File: src/rtl/rau_pkg.sv
package rau_pkg;

  localparam int WIDTH = 32;
  localparam int MW    = 64;

  typedef enum logic [2:0] {
    KIND_ADD = 3'd0,
    KIND_SUB = 3'd1,
    KIND_MUL = 3'd2,
    KIND_DIV = 3'd3,
    KIND_CMP = 3'd4
  } kind_t;

  typedef enum logic [1:0] {
    ST_OK   = 2'd0,
    ST_ZERO = 2'd1,
    ST_OVF  = 2'd2
  } status_t;

  typedef enum logic [3:0] {
    S_IDLE,
    S_MUL1,
    S_MUL2,
    S_MUL3,
    S_PREP,
    S_GCD,
    S_DIVM,
    S_DIVD,
    S_DONE
  } state_t;

  typedef struct packed {
    logic [31:0] res_num;
    logic [30:0] res_den;
    logic        greater;
    logic        less;
    logic [1:0]  status;
  } res_t;

  typedef struct packed {
    logic          start;
    logic [MW-1:0] dividend;
    logic [MW-1:0] divisor;
  } div_req_t;

  typedef struct packed {
    logic          done;
    logic [MW-1:0] quot;
    logic [MW-1:0] rem;
  } div_rsp_t;

endpackage

File: src/rtl/rau_div.sv
// restoring divider, one quotient bit per cycle while busy
module rau_div import rau_pkg::*; (
  input  logic     clk,
  input  logic     rst_n,
  input  div_req_t req,
  output div_rsp_t rsp
);

  logic [MW-1:0]         q_r, q_nxt;
  logic [MW-1:0]         r_r, r_nxt;
  logic [MW-1:0]         d_r, d_nxt;
  logic [$clog2(MW):0]   cnt_r, cnt_nxt;
  logic                  busy_r, busy_nxt;
  logic                  done_r, done_nxt;
  logic [MW:0]           trial;
  logic [MW:0]           shl;

  always_comb begin
    q_nxt    = q_r;
    r_nxt    = r_r;
    d_nxt    = d_r;
    cnt_nxt  = cnt_r;
    busy_nxt = busy_r;
    done_nxt = 1'b0;
    shl      = {r_r, q_r[MW-1]};
    trial    = shl - {1'b0, d_r};
    if (req.start) begin
      q_nxt    = req.dividend;
      r_nxt    = '0;
      d_nxt    = req.divisor;
      cnt_nxt  = '0;
      busy_nxt = 1'b1;
    end else if (busy_r) begin
      if (!trial[MW]) begin
        r_nxt = trial[MW-1:0];
        q_nxt = {q_r[MW-2:0], 1'b1};
      end else begin
        r_nxt = shl[MW-1:0];
        q_nxt = {q_r[MW-2:0], 1'b0};
      end
      cnt_nxt = cnt_r + 1'b1;
      if (cnt_r == ($clog2(MW)+1)'(MW - 1)) begin
        busy_nxt = 1'b0;
        done_nxt = 1'b1;
      end
    end
  end

  always_ff @(posedge clk) begin
    if (!rst_n) begin
      busy_r <= 1'b0;
      done_r <= 1'b0;
      cnt_r  <= '0;
    end else begin
      busy_r <= busy_nxt;
      done_r <= done_nxt;
      cnt_r  <= cnt_nxt;
    end
    q_r <= q_nxt;
    r_r <= r_nxt;
    d_r <= d_nxt;
  end

  assign rsp.done = done_r;
  assign rsp.quot = q_r;
  assign rsp.rem  = r_r;

endmodule
File: config.mk
export PLATFORM = sky130hd
export DESIGN_NAME = rau_div
export DESIGN_NICKNAME = d
export VERILOG_FILES = /design/src/rtl/rau_pkg.sv /design/src/rtl/rau_div.sv
export SDC_FILE = /design/constraint.sdc
export NUM_CORES = 1
export LEC_CHECK = 0
export BUFFER_PORTS_ARGS = -buffer_cell sky130_fd_sc_hd__buf_2
export CORE_ASPECT_RATIO = 1.25
export CORE_UTILIZATION = 35
export DETAILED_ROUTE_END_ITERATION = 10
export GPL_TIMING_DRIVEN = 0
export PLACE_DENSITY = 0.64
export SLEW_MARGIN = 15
export SYNTH_ARGS = -nofsm -noshare
export SYNTH_HDL_FRONTEND = slang
export SYNTH_SLANG_ARGS = --single-unit
File: constraint.sdc
create_clock -name clk -period 5.4 [get_ports clk]
set_clock_uncertainty 0.05 [all_clocks]
set_input_delay 0.54 -clock clk [delete_from_list [all_inputs] [get_ports clk]]
set_output_delay 0.54 -clock clk [all_outputs]
set_load 0.01 [all_outputs]
==> flow_summary.yaml <==
global_route:
  grt_pass1_wl_um: 56600
  busiest_layer: "met2"
  use_met2_pct: 37.3
  gr-usage-met1_pct: 22.3
  grt_pass1_vias: 10600
  grt_max_degree: 64
  overflow: 0
  antenna_found_initial: 4
  grtUsageTotal_pct: 20.8
  met3_usage_pct: 4.96
run_status:
  status: "finished clean"
detailed_routing:
  viasPerCell: 5.31
  drc_errors: 0
  detail_route.wl_per_cell_um: 18.6
  via_count: 10400
  drtPass1Iterations: 6
  dr.first_iter.drc_count: 464
  wirelength_um: 36600
  drtAntennaViolNets: 0
final_layout:
  n_antenna_cell: 0
  drive_gt1_share_pct: 25.1
  syn_to_final_growth_pct: 23.0
  finalNetCount: 1724
  final_util_pct: 43.7
  design_area_sq_mm: 0.0147
  finalNonFillerCells: 1967
floorplanning:
  rows: 75
  initial_core_util_pct: 35.6
  io_pins: 260
  die_y_um: 208
  fp.dieW_um: 167
  die_area_sq_mm: 0.0348
  coreArea_sq_mm: 0.0335
timing:
  fin_crit_ns: 4.33
  holdWs_ns: 0.119
  hold_violations: 0
  fin_crit_sh_pct: 80.2
  slew_violations: 0
  finalWorstSetupSlack_ns: 1.07
  max_freq_mhz: 231
  relSlewSlack_pct: 27.9
  grt_setup_unrepaired: "no"
  worstMarginPinSlew_ns: 1.07
  setup_viol: 0
synth:
  yosysTopAreaCellShare_pct: 32.3
  synth_nets: 1437
  yosysUniqueCellTypes: 71
  synth_top_area_cell: "edfxtp_1"
  yosysWarnings: 0
  synthCells: 1240
  synth_compound_area_share_pct: 17.4
  synth_edf_count: 128
  synth_top_family_by_area: "compound AO/OA/AOI/OAI gates"
  avgSynthCellArea_sq_um: 9.61
  synth_xor_area_share_pct: 4.48
  netlist_area_sq_mm: 0.0119
  synthMuxAreaShare_pct: 6.88
  ys_ff_latch: 201
  async_reset_ff_share_pct: 0
  synth_simple_gate_area_share_pct: 14.6
  synth_area_leaders: "edfxtp_1 32%, dfxtp_1 12%, ha_1 6.8%"
  ys.flop_type: "edfxtp_1"
  ys_seq_area_share_pct: 44.5
  synthAdderAreaFrac_pct: 6.99
clocking:
  clkSinkCount: 201
  clk_latency_ns: 0.55
  cts_tree: "built"
  cts_hold_buf: 0
  path_clk_slew_ns: 0.06
  ctsResizeCount: 0
  cts_buffers: 24
  htree_levels: 1
  post_cts_buffers: 0
  cts-root-buf: "clkbuf_16"
  clock_path_buffers: 3
placed_design:
  place_ws_ns: 1.14
  gp_congestion: 0.925
  io_buffer_count: 259
  dpl-instance-area_sq_mm: 0.0138
  dp.cells: 1924
  place.detailed.hpwl_um: 28400
pwr:
  peakVddDrop_uv: 204
  power_density_mw_per_mm2: 335
  leakagePower_nw: 6.34
critical_path:
  cpPeakStageDelay_ns: 0.40
  start_kind: "flip-flop"
  crit_chain: "inv_1 > ha_1 > fa_1 > nand2b_1 > a21o_1 > a31o_4 > o31ai_4 > a211oi_2 > nor4_4 > nor2_1 > xnor2_1 > buf_2 > buf_2 > nand2_1 > a311oi_1"
  criticalPathCategory: "flip-flop to flip-flop"
  worst-path-max-fanout: 10
  cpMostUsedCell: "buf_2"
  required_ns: 5.80
  crit_arrival_ns: 4.73
  slowest_stage: "fa_1"
  endpoint_kind: "flip-flop"
job:
  maxCapViolations: 0
min_path:
  hold_class: "input port to flip-flop"
synth_stat cells (7+ instances only):
master	count
ha_1	65
and4_1	7
o21bai_1	20
mux2i_1	11
xnor2_1	35
and2_1	7
a31oi_1	11
o21ai_0	57
edfxtp_1	128
clkbuf_1	50
nor3b_1	7
and3_1	8
nor3_1	12
dfxtp_1	73
nand2_1	163
a311oi_1	41
nand2b_1	10
xor2_1	26
buf_2	12
nor2_1	87
nand3_1	25
inv_1	88
a21oi_1	90
mux2_2	63
a21o_1	26
nand4_1	22
registers in the layout (all words and copies together), names as in the netlist:
name    count
q_r        64
d_r        64
busy_r      1
r_r        64
cnt_r       7
done_r      1
report_power, final:
group          internal, mW  switching [mW]
Clock                  1.13           0.680
Combinational         0.477           0.738
Sequential             1.79          0.0966
Total                  3.40            1.51
stage by stage:
| stage | setup TNS, ns | total power, mW |
|---|---|---|
| 3_5_place_dp | 0 | 3.13 |
| 6_report | 0 | 4.91 |
| 5_1_grt | 0 | 5.14 |
| 3_3_place_gp | -1.11 | 3.11 |
| 4_1_cts | 0 | 4.96 |
| 2_1_floorplan | 0 | 2.71 |
final cells by class:
cell class	instances	area, sq um
flip-flops and latches	201	5310
multi-input cells	885	6000
plain buffers	66	279
clock buffers	31	648
fillers	3209	18800
clock inverters	12	214
well taps	423	529
repair buffers	261	1350
inverters	88	333
metal layers:
metal	up-vias	part of all wire [%]
li1	5105	-
met1	4825	39
met2	391	49
met3	107	6.6
met4	8	5.6
met5	-	0.12
critical path, delay by kind of cell, from the launching register on:
family / cells / cell delay (ns)
adder cells (fa/ha/maj): 2 / 0.62
flip-flops: 1 / 0.38
buffers and inverters: 3 / 0.78
AO/OA/AOI/OAI: 5 / 1.28
AND/OR/NAND/NOR: 4 / 0.80
XOR/XNOR: 1 / 0.32
layout by cell type (no fill, tap or decap), types with 56 or more instances in the layout:
cell / Yosys / final
a21oi_1: 90 / 90
buf_2: 12 / 270
clkbuf_1: 50 / 56
dfxtp_1: 73 / 73
edfxtp_1: 128 / 128
ha_1: 65 / 65
inv_1: 88 / 87
mux2_2: 63 / 63
nand2_1: 163 / 163
nor2_1: 87 / 87
o21ai_0: 57 / 57
path summary, 6_finish.rpt:
kind	endpoint	from	cells after the start	slack, ns
hold reg to reg	cnt_r[6]$_SDFFE_PP0P_	cnt_r[6]$_SDFFE_PP0P_	2	0.44
setup reg to reg	r_r[49]$_SDFFE_PP0P_	q_r[63]$_DFFE_PP_	15	1.07
setup / recovery	r_r[49]$_SDFFE_PP0P_	q_r[63]$_DFFE_PP_	15	1.07
hold / removal	d_r[17]$_DFFE_PP_	req[17]	1	0.12
cells by family (layout without fill, tap and decap cells):
group                      after synthesis  count (layout)
and+or+nand+nor                        375             375
AOI/OAI and AO/OA                      309             309
DFF                                    201             201
muxes                                   74              74
adders and majority gates               66              66
buffers and inverters                  154             458
xor gates and xnor gates                61              61
(Power assumes the default switching activity.)
